File: src/sv/bsad_pkg.sv
// Shared types, character codes and defaults for the bulk string array deframer.
`timescale 1ns / 1ps
`default_nettype none

package bsad_pkg;

  localparam int DEF_MAX_ELEMENTS      = 1024;
  localparam int DEF_MAX_STRING_LENGTH = 1048575;

  localparam int KIND_W = 3;
  localparam int DATA_W = 8;
  localparam int IDX_W  = 10;

  localparam logic [DATA_W-1:0] CH_STAR   = 8'h2A;
  localparam logic [DATA_W-1:0] CH_DOLLAR = 8'h24;
  localparam logic [DATA_W-1:0] CH_MINUS  = 8'h2D;
  localparam logic [DATA_W-1:0] CH_CR     = 8'h0D;
  localparam logic [DATA_W-1:0] CH_LF     = 8'h0A;
  localparam logic [DATA_W-1:0] CH_ZERO   = 8'h30;
  localparam logic [DATA_W-1:0] CH_NINE   = 8'h39;

  typedef enum logic [KIND_W-1:0] {
    KIND_DATA  = 3'd0,
    KIND_END   = 3'd1,
    KIND_EMPTY = 3'd2,
    KIND_BAD   = 3'd3,
    KIND_CUT   = 3'd4
  } kind_t;

  typedef enum logic [3:0] {
    PH_IDLE       = 4'd0,
    PH_CNT_BEGIN  = 4'd1,
    PH_CNT_SIGN   = 4'd2,
    PH_CNT_DIGITS = 4'd3,
    PH_CNT_LF     = 4'd4,
    PH_EL_START   = 4'd5,
    PH_LEN_BEGIN  = 4'd6,
    PH_LEN_SIGN   = 4'd7,
    PH_LEN_DIGITS = 4'd8,
    PH_LEN_LF     = 4'd9,
    PH_DATA       = 4'd10,
    PH_TRAIL1     = 4'd11,
    PH_TRAIL2     = 4'd12
  } phase_t;

  typedef struct packed {
    kind_t             kind;
    logic [DATA_W-1:0] data;
    logic [IDX_W-1:0]  element_index;
    logic              last_element;
  } result_t;

endpackage

`default_nettype wire

File: src/sv/bulk_string_array_deframer.sv
// Top level of the bulk string array deframer.
// Takes a request one byte per transaction and deframes an array of
// length-prefixed bulk strings ('*' count CRLF, then per element '$' length
// CRLF, data bytes and two unchecked trailer bytes). Each data byte comes out
// with its element index, each element closes with an element-end result that
// flags the last one; empty arrays, malformed numbers and arrays cut short get
// results of their own. One byte is taken per clock cycle while the output
// does not stall: a byte passes an input register, one step of the parser
// state machine and a result register before its result, if any, is presented.
// Input stalls only while a result waits on a stalled output.
`timescale 1ns / 1ps
`default_nettype none

module bulk_string_array_deframer #(
  parameter int MAX_ELEMENTS      = bsad_pkg::DEF_MAX_ELEMENTS,
  parameter int MAX_STRING_LENGTH = bsad_pkg::DEF_MAX_STRING_LENGTH
) (
  input  wire logic                        clk,
  input  wire logic                        rst_n,
  input  wire logic                        in_valid,
  output logic                             in_stall,
  input  wire logic [bsad_pkg::DATA_W-1:0] in_byte,
  output logic                             out_valid,
  input  wire logic                        out_stall,
  output logic [bsad_pkg::KIND_W-1:0]      out_kind,
  output logic [bsad_pkg::DATA_W-1:0]      out_data,
  output logic [bsad_pkg::IDX_W-1:0]       out_element_index,
  output logic                             out_last_element
);

  logic                        byte_valid;
  logic [bsad_pkg::DATA_W-1:0] byte_q;
  logic                        out_free;
  logic                        step;
  logic                        emit;
  bsad_pkg::result_t           result;

  // advance the parser whenever a byte is held and the result slot can take it
  assign step = byte_valid & out_free;

  bsad_in_reg u_in (
    .clk        (clk),
    .rst_n      (rst_n),
    .in_valid   (in_valid),
    .in_stall   (in_stall),
    .in_byte    (in_byte),
    .take       (step),
    .byte_valid (byte_valid),
    .byte_q     (byte_q)
  );

  bsad_parse #(
    .MAX_ELEMENTS      (MAX_ELEMENTS),
    .MAX_STRING_LENGTH (MAX_STRING_LENGTH)
  ) u_parse (
    .clk    (clk),
    .rst_n  (rst_n),
    .step   (step),
    .byte_q (byte_q),
    .emit   (emit),
    .result (result)
  );

  bsad_out_reg u_out (
    .clk               (clk),
    .rst_n             (rst_n),
    .load              (step & emit),
    .result            (result),
    .free              (out_free),
    .out_valid         (out_valid),
    .out_stall         (out_stall),
    .out_kind          (out_kind),
    .out_data          (out_data),
    .out_element_index (out_element_index),
    .out_last_element  (out_last_element)
  );

endmodule

`default_nettype wire

File: src/sv/bsad_in_reg.sv
// Input register: holds one received byte until the parser steps on it.
`timescale 1ns / 1ps
`default_nettype none

module bsad_in_reg (
  input  wire logic                       clk,
  input  wire logic                       rst_n,
  input  wire logic                       in_valid,
  output logic                            in_stall,
  input  wire logic [bsad_pkg::DATA_W-1:0] in_byte,
  input  wire logic                       take,
  output logic                            byte_valid,
  output logic [bsad_pkg::DATA_W-1:0]     byte_q
);

  logic                        valid_r, valid_nxt;
  logic [bsad_pkg::DATA_W-1:0] byte_r, byte_nxt;

  // hold while a registered byte waits for the parser
  assign in_stall = valid_r & ~take;

  always_comb begin
    valid_nxt = in_stall ? valid_r : in_valid;
    byte_nxt  = (in_valid && !in_stall) ? in_byte : byte_r;
  end

  always_ff @(posedge clk) begin
    if (!rst_n) begin
      valid_r <= 1'b0;
    end else begin
      valid_r <= valid_nxt;
    end
    byte_r <= byte_nxt;
  end

  assign byte_valid = valid_r;
  assign byte_q     = byte_r;

endmodule

`default_nettype wire

File: src/sv/bsad_parse.sv
// Deframing state machine: phase, counters and decimal accumulator.
`timescale 1ns / 1ps
`default_nettype none

module bsad_parse #(
  parameter int MAX_ELEMENTS      = bsad_pkg::DEF_MAX_ELEMENTS,
  parameter int MAX_STRING_LENGTH = bsad_pkg::DEF_MAX_STRING_LENGTH
) (
  input  wire logic                        clk,
  input  wire logic                        rst_n,
  input  wire logic                        step,
  input  wire logic [bsad_pkg::DATA_W-1:0] byte_q,
  output logic                             emit,
  output bsad_pkg::result_t                result
);

  localparam int CNT_W = $clog2(MAX_ELEMENTS + 1);
  localparam int LEN_W = $clog2(MAX_STRING_LENGTH + 1);
  localparam int ACC_W = (CNT_W > LEN_W) ? CNT_W : LEN_W;
  localparam int SUM_W = ACC_W + 4;
  localparam int CE_W  = (MAX_ELEMENTS > 1) ? $clog2(MAX_ELEMENTS) : 1;
  localparam int EXT_W = CE_W + bsad_pkg::IDX_W;

  localparam logic [SUM_W-1:0] CNT_BOUND = SUM_W'(MAX_ELEMENTS);
  localparam logic [SUM_W-1:0] LEN_BOUND = SUM_W'(MAX_STRING_LENGTH);

  bsad_pkg::phase_t phase_r, phase_nxt;
  logic [CNT_W-1:0] count_r, count_nxt;
  logic [CE_W-1:0]  cur_r, cur_nxt;
  logic [ACC_W-1:0] acc_r, acc_nxt;
  logic [LEN_W-1:0] rem_r, rem_nxt;
  logic             neg_r, neg_nxt;

  logic             is_digit;
  logic [SUM_W-1:0] acc_ext;
  logic [SUM_W-1:0] sum;
  logic [CNT_W:0]   cur_plus;
  logic             is_last;
  logic [EXT_W-1:0] cur_ext;
  logic [bsad_pkg::IDX_W-1:0] cur_idx;

  assign is_digit = (byte_q >= bsad_pkg::CH_ZERO) && (byte_q <= bsad_pkg::CH_NINE);
  assign acc_ext  = {4'b0000, acc_r};
  // acc * 10 + digit; the low nibble of an ASCII digit is its value
  assign sum      = (acc_ext << 3) + (acc_ext << 1) + {{ACC_W{1'b0}}, byte_q[3:0]};
  assign cur_plus = (CNT_W + 1)'(cur_r) + 1'b1;
  assign is_last  = cur_plus >= {1'b0, count_r};
  assign cur_ext  = EXT_W'(cur_r);
  assign cur_idx  = cur_ext[bsad_pkg::IDX_W-1:0];

  always_comb begin
    phase_nxt = phase_r;
    count_nxt = count_r;
    cur_nxt   = cur_r;
    acc_nxt   = acc_r;
    rem_nxt   = rem_r;
    neg_nxt   = neg_r;
    emit      = 1'b0;
    result    = '0;

    unique case (phase_r)
      bsad_pkg::PH_IDLE: begin
        if (byte_q == bsad_pkg::CH_STAR) begin
          phase_nxt = bsad_pkg::PH_CNT_BEGIN;
          acc_nxt   = '0;
          neg_nxt   = 1'b0;
        end
      end

      bsad_pkg::PH_CNT_BEGIN, bsad_pkg::PH_CNT_SIGN, bsad_pkg::PH_CNT_DIGITS: begin
        priority if (phase_r == bsad_pkg::PH_CNT_BEGIN && byte_q == bsad_pkg::CH_MINUS) begin
          neg_nxt   = 1'b1;
          phase_nxt = bsad_pkg::PH_CNT_SIGN;
        end else if (is_digit && sum <= CNT_BOUND) begin
          acc_nxt   = sum[ACC_W-1:0];
          phase_nxt = bsad_pkg::PH_CNT_DIGITS;
        end else if (!is_digit && phase_r == bsad_pkg::PH_CNT_DIGITS &&
                     byte_q == bsad_pkg::CH_CR) begin
          phase_nxt = bsad_pkg::PH_CNT_LF;
        end else begin
          // malformed or over the bound
          phase_nxt   = bsad_pkg::PH_IDLE;
          acc_nxt     = '0;
          neg_nxt     = 1'b0;
          emit        = 1'b1;
          result.kind = bsad_pkg::KIND_BAD;
        end
      end

      bsad_pkg::PH_CNT_LF: begin
        if (byte_q != bsad_pkg::CH_LF) begin
          phase_nxt   = bsad_pkg::PH_IDLE;
          acc_nxt     = '0;
          neg_nxt     = 1'b0;
          emit        = 1'b1;
          result.kind = bsad_pkg::KIND_BAD;
        end else if (neg_r || acc_r == '0) begin
          phase_nxt   = bsad_pkg::PH_IDLE;
          acc_nxt     = '0;
          neg_nxt     = 1'b0;
          emit        = 1'b1;
          result.kind = bsad_pkg::KIND_EMPTY;
        end else begin
          count_nxt = acc_r[CNT_W-1:0];
          cur_nxt   = '0;
          acc_nxt   = '0;
          phase_nxt = bsad_pkg::PH_EL_START;
        end
      end

      bsad_pkg::PH_EL_START: begin
        if (byte_q != bsad_pkg::CH_DOLLAR) begin
          // consume the byte and drop the rest of the array
          phase_nxt            = bsad_pkg::PH_IDLE;
          emit                 = 1'b1;
          result.kind          = bsad_pkg::KIND_CUT;
          result.element_index = cur_idx;
        end else begin
          acc_nxt   = '0;
          neg_nxt   = 1'b0;
          phase_nxt = bsad_pkg::PH_LEN_BEGIN;
        end
      end

      bsad_pkg::PH_LEN_BEGIN, bsad_pkg::PH_LEN_SIGN, bsad_pkg::PH_LEN_DIGITS: begin
        priority if (phase_r == bsad_pkg::PH_LEN_BEGIN && byte_q == bsad_pkg::CH_MINUS) begin
          neg_nxt   = 1'b1;
          phase_nxt = bsad_pkg::PH_LEN_SIGN;
        end else if (is_digit && sum <= LEN_BOUND) begin
          acc_nxt   = sum[ACC_W-1:0];
          phase_nxt = bsad_pkg::PH_LEN_DIGITS;
        end else if (!is_digit && phase_r == bsad_pkg::PH_LEN_DIGITS &&
                     byte_q == bsad_pkg::CH_CR) begin
          phase_nxt = bsad_pkg::PH_LEN_LF;
        end else begin
          phase_nxt   = bsad_pkg::PH_IDLE;
          acc_nxt     = '0;
          neg_nxt     = 1'b0;
          emit        = 1'b1;
          result.kind = bsad_pkg::KIND_BAD;
        end
      end

      bsad_pkg::PH_LEN_LF: begin
        acc_nxt = '0;
        neg_nxt = 1'b0;
        if (byte_q != bsad_pkg::CH_LF) begin
          phase_nxt   = bsad_pkg::PH_IDLE;
          emit        = 1'b1;
          result.kind = bsad_pkg::KIND_BAD;
        end else if (neg_r && acc_r != '0) begin
          // null string: close the element straight away
          emit                 = 1'b1;
          result.kind          = bsad_pkg::KIND_END;
          result.element_index = cur_idx;
          result.last_element  = is_last;
          if (is_last) begin
            phase_nxt = bsad_pkg::PH_IDLE;
          end else begin
            cur_nxt   = cur_r + 1'b1;
            phase_nxt = bsad_pkg::PH_EL_START;
          end
        end else begin
          rem_nxt   = acc_r[LEN_W-1:0];
          phase_nxt = (acc_r == '0) ? bsad_pkg::PH_TRAIL1 : bsad_pkg::PH_DATA;
        end
      end

      bsad_pkg::PH_DATA: begin
        if (rem_r != '0) begin
          rem_nxt = rem_r - 1'b1;
        end
        if (rem_r <= LEN_W'(1)) begin
          phase_nxt = bsad_pkg::PH_TRAIL1;
        end
        emit                 = 1'b1;
        result.kind          = bsad_pkg::KIND_DATA;
        result.data          = byte_q;
        result.element_index = cur_idx;
      end

      bsad_pkg::PH_TRAIL1: begin
        phase_nxt = bsad_pkg::PH_TRAIL2;
      end

      bsad_pkg::PH_TRAIL2: begin
        emit                 = 1'b1;
        result.kind          = bsad_pkg::KIND_END;
        result.element_index = cur_idx;
        result.last_element  = is_last;
        if (is_last) begin
          phase_nxt = bsad_pkg::PH_IDLE;
        end else begin
          cur_nxt   = cur_r + 1'b1;
          phase_nxt = bsad_pkg::PH_EL_START;
        end
      end

      default: begin
        phase_nxt = bsad_pkg::PH_IDLE;
      end
    endcase
  end

  always_ff @(posedge clk) begin
    if (!rst_n) begin
      phase_r <= bsad_pkg::PH_IDLE;
      count_r <= '0;
      cur_r   <= '0;
      acc_r   <= '0;
      rem_r   <= '0;
      neg_r   <= 1'b0;
    end else if (step) begin
      phase_r <= phase_nxt;
      count_r <= count_nxt;
      cur_r   <= cur_nxt;
      acc_r   <= acc_nxt;
      rem_r   <= rem_nxt;
      neg_r   <= neg_nxt;
    end
  end

endmodule

`default_nettype wire

File: src/sv/bsad_out_reg.sv
// Result register: holds one result transaction until the sink takes it.
`timescale 1ns / 1ps
`default_nettype none

module bsad_out_reg (
  input  wire logic                        clk,
  input  wire logic                        rst_n,
  input  wire logic                        load,
  input  wire bsad_pkg::result_t           result,
  output logic                             free,
  output logic                             out_valid,
  input  wire logic                        out_stall,
  output logic [bsad_pkg::KIND_W-1:0]      out_kind,
  output logic [bsad_pkg::DATA_W-1:0]      out_data,
  output logic [bsad_pkg::IDX_W-1:0]       out_element_index,
  output logic                             out_last_element
);

  logic              valid_r, valid_nxt;
  bsad_pkg::result_t res_r, res_nxt;

  assign free = ~valid_r | ~out_stall;

  always_comb begin
    priority if (load) begin
      valid_nxt = 1'b1;
    end else if (!out_stall) begin
      valid_nxt = 1'b0;
    end else begin
      valid_nxt = valid_r;
    end
    res_nxt = load ? result : res_r;
  end

  always_ff @(posedge clk) begin
    if (!rst_n) begin
      valid_r <= 1'b0;
    end else begin
      valid_r <= valid_nxt;
    end
    res_r <= res_nxt;
  end

  assign out_valid         = valid_r;
  assign out_kind          = res_r.kind;
  assign out_data          = res_r.data;
  assign out_element_index = res_r.element_index;
  assign out_last_element  = res_r.last_element;

endmodule

`default_nettype wire
File: config.mk
export PLATFORM = sky130hd
export DESIGN_NAME = bulk_string_array_deframer
export DESIGN_NICKNAME = d
export VERILOG_FILES = /design/src/sv/bsad_pkg.sv /design/src/sv/bulk_string_array_deframer.sv /design/src/sv/bsad_in_reg.sv /design/src/sv/bsad_parse.sv /design/src/sv/bsad_out_reg.sv
export SDC_FILE = /design/constraint.sdc
export NUM_CORES = 1
export LEC_CHECK = 0
export BUFFER_PORTS_ARGS = -buffer_cell sky130_fd_sc_hd__buf_2
export CORE_MARGIN = 5
export CORE_UTILIZATION = 62
export CTS_CLUSTER_DIAMETER = 30
export DETAILED_ROUTE_END_ITERATION = 12
export GPL_TIMING_DRIVEN = 0
export PLACE_DENSITY_LB_ADDON = 0.25
export REMOVE_ABC_BUFFERS = 1
export SKIP_CTS_REPAIR_TIMING = 1
export SYNTH_ARGS = -nofsm -noshare
export SYNTH_HDL_FRONTEND = slang
export SYNTH_HIERARCHICAL = 1
export SYNTH_SLANG_ARGS = --single-unit
File: constraint.sdc
create_clock -name clk -period 6.1 [get_ports clk]
set_input_delay 0.61 -clock clk [delete_from_list [all_inputs] [get_ports clk]]
set_output_delay 0.61 -clock clk [all_outputs]
set_load 0.01 [all_outputs]
# Word level (Yosys, flattened, before mapping)
# Index checks and enable logic that the tools add are counted.
[word_totals]
regBits = 98
inputBits = 12
out_inout_bits = 24
[op_classes]
addsub = 5
n_lt_le_gt_ge = 6
eq_ne = 36
n_mux = 77
bitwise_logic = 9
reduce_logical = 32
[op_table]
columns = ["cell", "n"]
rows = [
  ["20-bit two-way mux", 11],
  ["20-bit case mux with 5 select lines", 1],
  ["10-bit two-way mux", 6],
  ["10-bit case mux with 3 select lines", 2],
  ["20-bit case mux with 2 select lines", 1],
  ["20-bit nonzero test", 2],
  ["3-bit two-way mux", 12],
  ["4-bit two-way mux", 9],
  ["4-bit case mux with 9 select lines", 1],
  ["1-bit two-way mux", 25],
  ["23-bit by 21-bit adder with 24-bit output", 1],
  ["24-bit by 4-bit adder with 24-bit output", 1],
  ["24-bit by 11-bit less-or-equal comparator with 1-bit output (second input constant)", 1],
  ["24-bit by 20-bit less-or-equal comparator with 1-bit output (second input constant)", 1],
  ["11-bit two-way mux", 2],
  ["4-bit equality test (second input constant)", 5],
  ["20-bit by 1-bit less-or-equal comparator with 1-bit output (second input constant)", 1],
  ["20-bit zero test", 1],
  ["20-bit by 1-bit subtractor with 20-bit output (second input constant)", 1],
  ["3-bit by 2-bit inequality test with 1-bit output (second input constant)", 6],
  ["3-bit case mux with 6 select lines", 1],
  ["4-bit by 3-bit equality test with 1-bit output (second input constant)", 4],
  ["8-bit by 6-bit equality test with 1-bit output (second input constant)", 2],
  ["2-bit inequality test (second input constant)", 7],
  ["34 further kinds", 61],
]

# Depth between registers and ports, before layout
# Gate-level depths: netlist of run 1.
[depth]
depth_word = 11
mapped_depth = 16
mapped_depth_nobuf = 16

# Hierarchy
# The synthesis of run 1 kept the hierarchy.
[by_module_without_submodules]
columns = ["module", "instances", "cells_each", "area_per_inst_um2", "seq_area_each_um2"]
rows = [
  ["bsad_parse", 1, 757, 5546.6, 1321.3],
  ["bsad_out_reg", 1, 26, 695.7, 680.7],
  ["bsad_in_reg", 1, 12, 287.8, 260.2],
  ["bulk_string_array_deframer", 1, 2, 12.5, 0.0],
]

# Least setup slack after synthesis of run 1
# OpenSTA, ideal clock, no wires.
[synth_timing]
kind = "register -> register"
startpoint = "reg u_in.byte_r (netlist bit u_in/byte_q[3])"
endpoint = "reg u_out.valid_r (netlist: u_out/out_valid)"
arrival_time_ns = 4.177
setup_slack_ns = 1.805
stages_incl_launch_ff = 16
n_path_buf = 0
period_less_slack_ns = 4.295
cell_sequence = "edfxtp_1 -> fa_1 -> inv_1 -> fa_1 -> nand2b_1 -> a211oi_1 -> or3_4 -> and2_4 -> o31a_1 -> or4_4 -> a2111oi_4 -> o22ai_1 -> or4_1 -> and3_1 -> a21oi_1 -> nor2b_1"
[synth_via]
elab_chain_cells = 11
elab_cells_between_ends = 32
[synth_rtl]
columns = ["element", "line_no", "rtl"]
rows = [
  ["start: declaration", "bsad_in_reg.sv:17", "logic [bsad_pkg::DATA_W-1:0] byte_r, byte_nxt;"],
  ["start signal: assignment", "bsad_in_reg.sv:33", "byte_r <= byte_nxt;"],
  ["parallel branches: the longest is 8 deep, another holds 24-bit by 4-bit adder with 24-bit output", "-", ""],
  ["1-bit case mux with 6 select lines *", "bsad_parse.sv:61", "unique case (phase_r)"],
  ["via emit", "bulk_string_array_deframer.sv:35", "logic emit;"],
  ["1-bit AND *", "bulk_string_array_deframer.sv:67", ".load (step & emit),"],
  ["2-bit by 1-bit inequality test with 1-bit output (no line) or 1-bit two-way mux (tied branches)", "-", ""],
  ["end signal: assignment", "bsad_out_reg.sv:39", "valid_r <= valid_nxt;"],
  ["end: declaration", "bsad_out_reg.sv:19", "logic valid_r, valid_nxt;"],
]
# Mark *: on every way through the listed nets, which the timed path passes.
# A chain may end at the register's enable or synchronous reset.

# Worst setup path in the final report of run 1
# Same ends and word-level chain as after synthesis.

==> out/metrics.cfg, run 1 <==
[run_status]
status=complete, no violations

[logic_synthesis]
ys_types=67
yosys_warnings=6
syn_area_per_cell_um2=8.21
synth_edf_count=30
syn_inst=797
synth_ff_type=dfxtp_1
ys_ff_latch=98
async_reset_ff_share_pct=0
seq_area_frac_synth_pct=34.6
netlist_area_um2=6540

[critical_path]
slowest_stage=fa_1
rr_worst_depth=14
path_max_fanout=23
worst-endpoint-arrival_ns=5.42
required_ns=6.37
timing.reg2reg.setup_slack_ns=0.96
cp-start-kind=flip-flop
regToRegStartpoint=u_in/byte_q[3]
crit_buf_inv=0
reg2reg_to=u_out/out_valid
cp_top_family=compound AO/OA/AOI/OAI gates
slowest_delay_ns=0.55
path_class=flip-flop to flip-flop
setup.worst_path.end_class=flip-flop
crit_chain=fa_1 -> ha_1 -> a211oi_1 -> o21ai_1 -> a31oi_1 -> o21ai_1 -> nand4_1 -> mux2_2 -> a2111oi_4 -> o22ai_1 -> or4_1 -> and3_1 -> a21oi_1 -> nor2b_1
cpMostUsedCell=o21ai_1

[detailed_routing]
drc_errors=0
wirelength_mm=16.3
via_per_inst=6.40
routedWlPerCell_um=17.2
first_iter_violations=531
final_antenna_net_count=0
first_pass_iters=7
num_vias=6088

[timing]
report.final.setup_viol=0
finClkSkew_ns=0.0153
clock.fmax_ghz=0.194
final.min_clock_period_ns=5.14
hold_ws_ns=0.402
grt_setup_unrepaired=no
tightest_slew_ns=1.31
finalCritPeriodShare_pct=84.3
hold_viol=0
slew_headroom_pct=12.4
drv_slew=0

[floorplan]
die_h_um=113
coreArea_um2=10300
ios=36
initial_core_util_pct=63.4
die_x_um=113
num_rows=37
die_area_um2=12700

[layout]
fillers=812
final_area_um2=7070
nets=877
syn_to_final_growth_pct=8.01
antenna_cells=0
fin_util_pct=68.5
drive_above_1_share_pct=9.45

[grt]
grt_max_degree=42
antenna_found_initial=0
grt_pass1_vias=5749
grt_pass1_wl_mm=27.2
grt_usage_pct=26.0
grt-ovfl-total=0

[clocking]
cts-root-buf=clkbuf_8
numCtsBuffers=9
clkTransAtPathRegs_ns=0.09
htreeDepth=3
cts_tree=yes
numClockSinks=98
clock_path_buffers=2
worst_skew_pair.late_latency_ns=0.38

[power_and_ir_drop]
p_int_uw=937
power_leakage_uw=0.00283
p_seq_share_pct=57.0
peakVddDrop_uv=141
switching_power_uw=264
powerDensity_nw_per_um2=170
netSwitchingFraction_pct=22.0
combPwrFrac_pct=3.8
clockPowerShare_pct=39.1

[place]
globalplace.congestion=0.876
place_hpwl_mm=11.9
port_buffers=35
postPlaceCellArea_um2=6830

[hold_path]
min_path_type=primary input to flip-flop
hp-start=in_byte[6]
min_path_cells=1
hold_end=u_in/byte_q[6]

[run]
drv_cap=0

-- kinds of logic (layout without fill, tap and decap cells) --
family / count (synthesis) / in the layout / share of synthesized area [%]
xor+xnor: 23 / 23 / 3.08
buf+inv: 70 / 88 / 4.07
mux: 1 / 1 / 0.172
simple gates: 328 / 328 / 25.6
fa+ha+maj: 55 / 55 / 10.7
compound gates: 222 / 222 / 21.8
flops: 98 / 98 / 34.6
-- metrics by stage --
step                TNS (ns)  power, µW  setup WS [ns]  cells
finish                     0       1200          0.955    951
global route               0       1250          0.639    951
CTS                        0       1210          0.992    951
detailed placement         0        745           1.05    935
global placement      -17.84        743          -1.14    930
floorplan                  0        726           1.13    759
-- how the worst max path moves through the flow --
stage | from | end | slack, ns | cells past startpoint
after floorplan | u_parse/phase_r[3] | u_parse/rem_r[6] | 1.13 | 7
after global placement | u_parse/phase_r[3] | u_parse/rem_r[6] | -1.14 | 7
after detailed placement | u_in/byte_q[3] | u_out/out_valid | 1.05 | 14
after CTS | u_in/byte_q[3] | u_out/out_valid | 0.99 | 14
after global routing | u_in/byte_q[3] | u_out/out_valid | 0.64 | 14
final | u_in/byte_q[3] | u_out/out_valid | 0.96 | 14
-- area by class of cell --
cell class | count | area (µm²) | area share, %
Clock buffer | 11 | 141 | 2.00
Clock inverter | 5 | 85.1 | 1.20
Inverter | 32 | 120 | 1.70
Multi-Input combinational cell | 629 | 4060 | 57.4
Sequential cell | 98 | 2260 | 32.0
Tap cell | 136 | 170 | 2.41
Timing Repair Buffer | 40 | 231 | 3.28
-- cells in the mapped netlist, drive strengths merged, types with 5 or more instances --
master	instances	share of area [%]
a21o	8	0.92
a2111oi	5	0.96
inv	32	1.8
and3	14	1.3
edfxtp	30	14
a22oi	8	0.92
nand4	9	0.86
nand2	75	4.3
o21ai	51	3.9
clkbuf	35	2.0
dfxtp	68	21
or3	7	0.75
a21oi	68	5.2
a31oi	9	0.86
nand3	35	2.7
ha	53	10
a22o	21	2.8
o21a	5	0.57
nor2b	10	1.1
a211oi	9	1.1
o22ai	11	1.1
nand2b	12	1.1
nor3	18	1.4
xnor2	9	1.2
or2	7	0.67
nor4	17	1.6
o211ai	6	0.69
nor2	76	4.4
xor2	14	1.9
and2	28	2.7
-- state kept, by name, summed over array words and instances, names as in the netlist, 3 cells and up --
name and count:
u_out/out_kind 3, u_parse/acc_r 20, u_parse/count_r 11, u_out/out_element_index 10, u_parse/cur_idx 10, u_out/out_data 8, u_parse/phase_r 4, u_parse/rem_r 20
u_in/byte_q 8
-- power by group through the flow --
stage                     Clock [µW]  Sequential [µW]  Combinational [µW]
after floorplan                    0              698                27.3
after global placement             0              700                42.9
after detailed placement           0              700                45.1
after CTS                        484              685                45.6
after global routing             512              686                50.9
final                            470              685                46.2
-- routing by layer --
| layer | global-route usage, % | vias up | wire length, µm |
|---|---|---|---|
| met5 | 0 | - | 0 |
| met4 | 8.33 | 0 | 344 |
| met3 | 6.68 | 36 | 1250 |
| met2 | 42.4 | 268 | 7550 |
| met1 | 33.7 | 2835 | 7190 |
| li1 | - | 2949 | - |
-- placed cells by master, fill, tap and decap left out, types with 4 or more instances in the layout --
cell type / netlist / routed
nor2_1: 76 / 76
inv_1: 32 / 32
o211ai_1: 6 / 6
and2_1: 27 / 27
xnor2_1: 9 / 9
and3_1: 14 / 14
o22ai_1: 11 / 11
o21a_1: 5 / 5
dfxtp_1: 68 / 68
ha_1: 53 / 53
nor4_1: 17 / 16
nor2b_1: 9 / 9
nand3_1: 35 / 35
o21bai_1: 4 / 4
a21oi_1: 68 / 68
a2111oi_0: 4 / 4
or3_1: 6 / 6
or2_2: 6 / 6
a22oi_1: 8 / 8
buf_2: 3 / 35
a22o_1: 21 / 21
xor2_1: 14 / 14
a211oi_1: 8 / 8
nand2_1: 75 / 75
a21o_1: 8 / 8
nand4_1: 9 / 9
edfxtp_1: 30 / 30
clkbuf_8: 0 / 10
nor3_1: 18 / 18
nand2b_1: 12 / 12
o21ai_0: 49 / 49
a31oi_1: 9 / 8
-- worst reg2reg max path, stage by stage, from the launching register on --
cell and delay [ns]:
edfxtp_1 0.54, fa_1 0.55, ha_1 0.33, a211oi_1 0.40, o21ai_1 0.19, a31oi_1 0.33, o21ai_1 0.20, nand4_1 0.16
mux2_2 0.39, a2111oi_4 0.39, o22ai_1 0.22, or4_1 0.50, and3_1 0.51, a21oi_1 0.26, nor2b_1 0.06
Note: power is estimated with default switching activity, not from simulation.
==> run 2, diff against run 1 <==
--- a/config.mk
+++ b/config.mk
@@ -5,9 +5,10 @@
 export SDC_FILE = /design/constraint.sdc
 export NUM_CORES = 1
 export LEC_CHECK = 0
+export ABC_AREA = 1
 export BUFFER_PORTS_ARGS = -buffer_cell sky130_fd_sc_hd__buf_2
 export CORE_MARGIN = 5
-export CORE_UTILIZATION = 62
+export CORE_UTILIZATION = 63
 export CTS_CLUSTER_DIAMETER = 30
 export DETAILED_ROUTE_END_ITERATION = 12
 export GPL_TIMING_DRIVEN = 0
==> constraint.sdc (replaced) <==
create_clock -name clk -period 5.2 [get_ports clk]
set_input_delay 0.52 -clock clk [delete_from_list [all_inputs] [get_ports clk]]
set_output_delay 0.52 -clock clk [all_outputs]
set_load 0.01 [all_outputs]
==> run 2 against run 1 <==
Effect of this change: first-iteration DRC count rose by 20%; area after synthesis grew 12%; worst hold slack worse by 0.056 ns; combinational power down 17%; setup slack got worse by 0.17 ns; cell count is 35% higher; via count rose by 17%; synthesized cell count up 40%; maximum frequency increased by 17%; core utilization increased by 0.43 points; critical endpoint unchanged; largest cell class unchanged; largest power group unchanged.
==> out/metrics.cfg, run 2 <==
[run_status]
status=complete, no violations

[power_and_ir_drop]
power_leakage_uw=0.00379  ; +34%
combPwrFrac_pct=2.5  ; -1.3 points
peakVddDrop_uv=309  ; +120%
p_int_uw=1210  ; +29%
switching_power_uw=326  ; +23%
clockPowerShare_pct=45.7  ; +6.6 points
p_seq_share_pct=51.8  ; -5.2 points
netSwitchingFraction_pct=21.3  ; -0.71 points
powerDensity_nw_per_um2=195  ; +15%

[clocking]
numCtsBuffers=9  ; unchanged
cts_tree=yes
clock_path_buffers=2  ; unchanged
worst_skew_pair.late_latency_ns=0.35  ; -0.03 ns
clkTransAtPathRegs_ns=0.07  ; -0.02 ns
numClockSinks=98  ; unchanged
htreeDepth=3  ; unchanged
cts-root-buf=clkbuf_16

[place]
place_hpwl_mm=13.7  ; +15%
dp_cells=1266  ; +35%
pre_cts_slack_ns=0.855  ; -0.192 ns
port_buffers=35  ; unchanged
globalplace.congestion=0.935  ; +6.8%

[critical_path]
crit_start=u_in/byte_q[3]
crit_chain=fa_1 -> inv_1 -> fa_1 -> inv_1 -> nand2_1 -> nand2_1 -> nand2_1 -> o21ai_1 -> xor2_1 -> nand2_1 -> nand3_1 -> nor2_1 -> nand3_1 -> nand2_1 -> nand4_1 -> inv_1 -> nor2_2 -> inv_1 -> a21oi_2
setup.worst_path.end_class=flip-flop
worst-endpoint-arrival_ns=4.70  ; -0.72 ns
rr_worst_depth=19  ; +5
cp_top_family=simple AND/OR/NAND/NOR gates
cp_num_cells=19  ; +5
regToRegStartpoint=u_in/byte_q[3]
reg2reg_to=u_out/out_valid
slowest_delay_ns=0.86  ; +0.31 ns
crit_end=u_out/out_valid
crit_buf_inv=4  ; +4
path_max_fanout=23  ; unchanged
cp-start-kind=flip-flop
path_class=flip-flop to flip-flop
cpMostUsedCell=nand2_1
timing.reg2reg.setup_slack_ns=0.78  ; -0.17 ns
required_ns=5.48  ; -0.89 ns
slowest_stage=nor2_2

[logic_synthesis]
synth_top_area_share_pct=18.6  ; -2.2 points
synth_ff_type=dfxtp_1
synth_edf_count=30  ; unchanged
ys_top_cells_by_count=298 x nand2_1, 175 x inv_1, 129 x nor2_1, 75 x a21oi_1, 68 x dfxtp_1
async_reset_ff_share_pct=0  ; unchanged
netlist_area_um2=7310  ; +12%
synth_top_area_cell=dfxtp_1
ys_types=47  ; -30%
ys_ff_latch=98  ; unchanged
yosys_warnings=6  ; unchanged
synthTopCellsByArea=dfxtp_1 19%, nand2_1 15%, edfxtp_1 12%, ha_1 9.1%, inv_1 9.0%
syn_area_per_cell_um2=6.57  ; -20%
seq_area_frac_synth_pct=30.9  ; -3.6 points
syn_inst=1112  ; +40%
yosysMostFrequentCell=nand2_1

[layout]
final_cells=1282  ; +35%
nets=1201  ; +37%
top_regs=u_parse/acc_r x20, u_parse/rem_r x20, u_parse/count_r x11
antenna_cells=0  ; unchanged
fin_util_pct=68.9  ; +0.43 points
final_cell_mix=298 x nand2_1, 174 x inv_1, 129 x nor2_1, 75 x a21oi_1, 68 x dfxtp_1
syn_to_final_growth_pct=7.60
drive_above_1_share_pct=9.22  ; -0.23 points
final_common_cell=nand2_1

[detailed_routing]
via_per_inst=5.54  ; -14%
drc_errors=0  ; unchanged
num_vias=7099  ; +17%
wl_met3_mm=1.15  ; -7.8%
first_pass_iters=6  ; -1
final_antenna_net_count=0  ; unchanged
first_iter_violations=638  ; +20%
wl_met1_mm=7.88  ; +9.6%
routedWlPerCell_um=14.0  ; -18%
route.met2.wl_mm=8.38  ; +11%
wirelength_mm=18.0  ; +10%
top_layer_used=met4

[hold_path]
min_path_type=primary input to flip-flop
min_path_cells=1  ; unchanged

[grt]
antenna_found_initial=0  ; unchanged
grt_max_degree=40  ; -4.8%
grt_pass1_wl_mm=30.5  ; +12%
grt-ovfl-total=0  ; unchanged
grt_usage_pct=26.0  ; +0.049 points
grt_pass1_vias=6568  ; +14%

[timing]
final.min_clock_period_ns=4.42  ; -0.729 ns
grt_setup_unrepaired=no
report.final.setup_viol=0  ; unchanged
drv_slew=0  ; unchanged
hold_viol=0  ; unchanged
clock.fmax_ghz=0.226  ; +17%
tightest_slew_ns=1.22  ; -0.0935 ns
finalCritPeriodShare_pct=84.9  ; +0.58 points
setup_tns_ns=0  ; unchanged
slew_headroom_pct=17.9  ; +5.5 points
final.setup.worst_slack_ns=0.784  ; -0.171 ns
hold_ws_ns=0.346  ; -0.0563 ns
finClkSkew_ns=0.00640  ; -0.00889 ns

[floorplan]
initial_core_util_pct=64.0  ; +0.64 points
die_area_um2=13900  ; +9.0%
coreArea_um2=11400  ; +11%
die_h_um=118  ; +4.4%
ios=36  ; unchanged
num_rows=39  ; +5.4%
die_x_um=118  ; +4.4%

[run]
drv_cap=0  ; unchanged

## run 2: cell count changes in the layout (fill, tap and decap cells not counted), sizes merged, moves of 10 or more
cell	change
nand2	+240
inv	+146
nor2	+62
and2	-25
nand4	+21
a22o	-20
nand3	+20
a21oi	+19
and3	-13
nand2b	-12
nor4	-12
nor2b	-10
## run 2: kinds of logic (layout without fill, tap and decap cells)
| logic type | count (synthesis) | count (layout) | share of synthesized area [%] |
|---|---|---|---|
| adders and majority gates | 55 | 55 | 9.62 |
| and+or+nand+nor | 578 | 578 | 34.6 |
| AOI/OAI and AO/OA | 163 | 163 | 12.4 |
| xor gates and xnor gates | 13 | 13 | 1.56 |
| buffers and inverters | 205 | 232 | 10.9 |
| DFF | 98 | 98 | 30.9 |
## run 2: worst min-delay path by stage
stage	start	to	slack (ns)
4_1_cts	in_byte[7]	u_in/byte_q[7]	0.33
2_1_floorplan	u_parse/count_r[0]	u_parse/count_r[0]	0.43
6_report	in_byte[7]	u_in/byte_q[7]	0.35
3_3_place_gp	u_parse/count_r[3]	u_parse/count_r[3]	0.45
5_1_grt	in_byte[5]	u_in/byte_q[5]	0.34
3_5_place_dp	u_parse/count_r[1]	u_parse/count_r[1]	0.45
## run 2: power groups by stage
stage	registers [µW]	clock network, µW	logic (µW)
floorplan	809	0	22.5
global placement	811	0	36.7
detailed placement	810	0	37.4
CTS	793	706	37.8
global route	793	739	42.7
finish	793	701	38.3
## run 2: routing by layer
layer / vias to the layer above / global-route usage (%)
li1: 3630 / -
met1: 3191 / 33.8
met2: 235 / 42.9
met3: 43 / 4.23
met4: 0 / 10.8
met5: - / 0
## run 2: stage by stage
| step | cell area (µm²) | total power (µW) |
|---|---|---|
| 3_3_place_gp | 7550 | 847 |
| 4_1_cts | 7870 | 1540 |
| 6_report | 7870 | 1530 |
| 5_1_grt | 7870 | 1580 |
| 3_5_place_dp | 7550 | 848 |
| 2_1_floorplan | 7190 | 831 |
## run 2: layout make-up
cell class,count,area (µm²)
well taps,143,179
multi-input cells,809,4250
repair buffers,35,175
inverters,181,679
flip-flops and latches,98,2260
fillers,986,3550
clock inverters,2,13.8
clock buffers,14,305
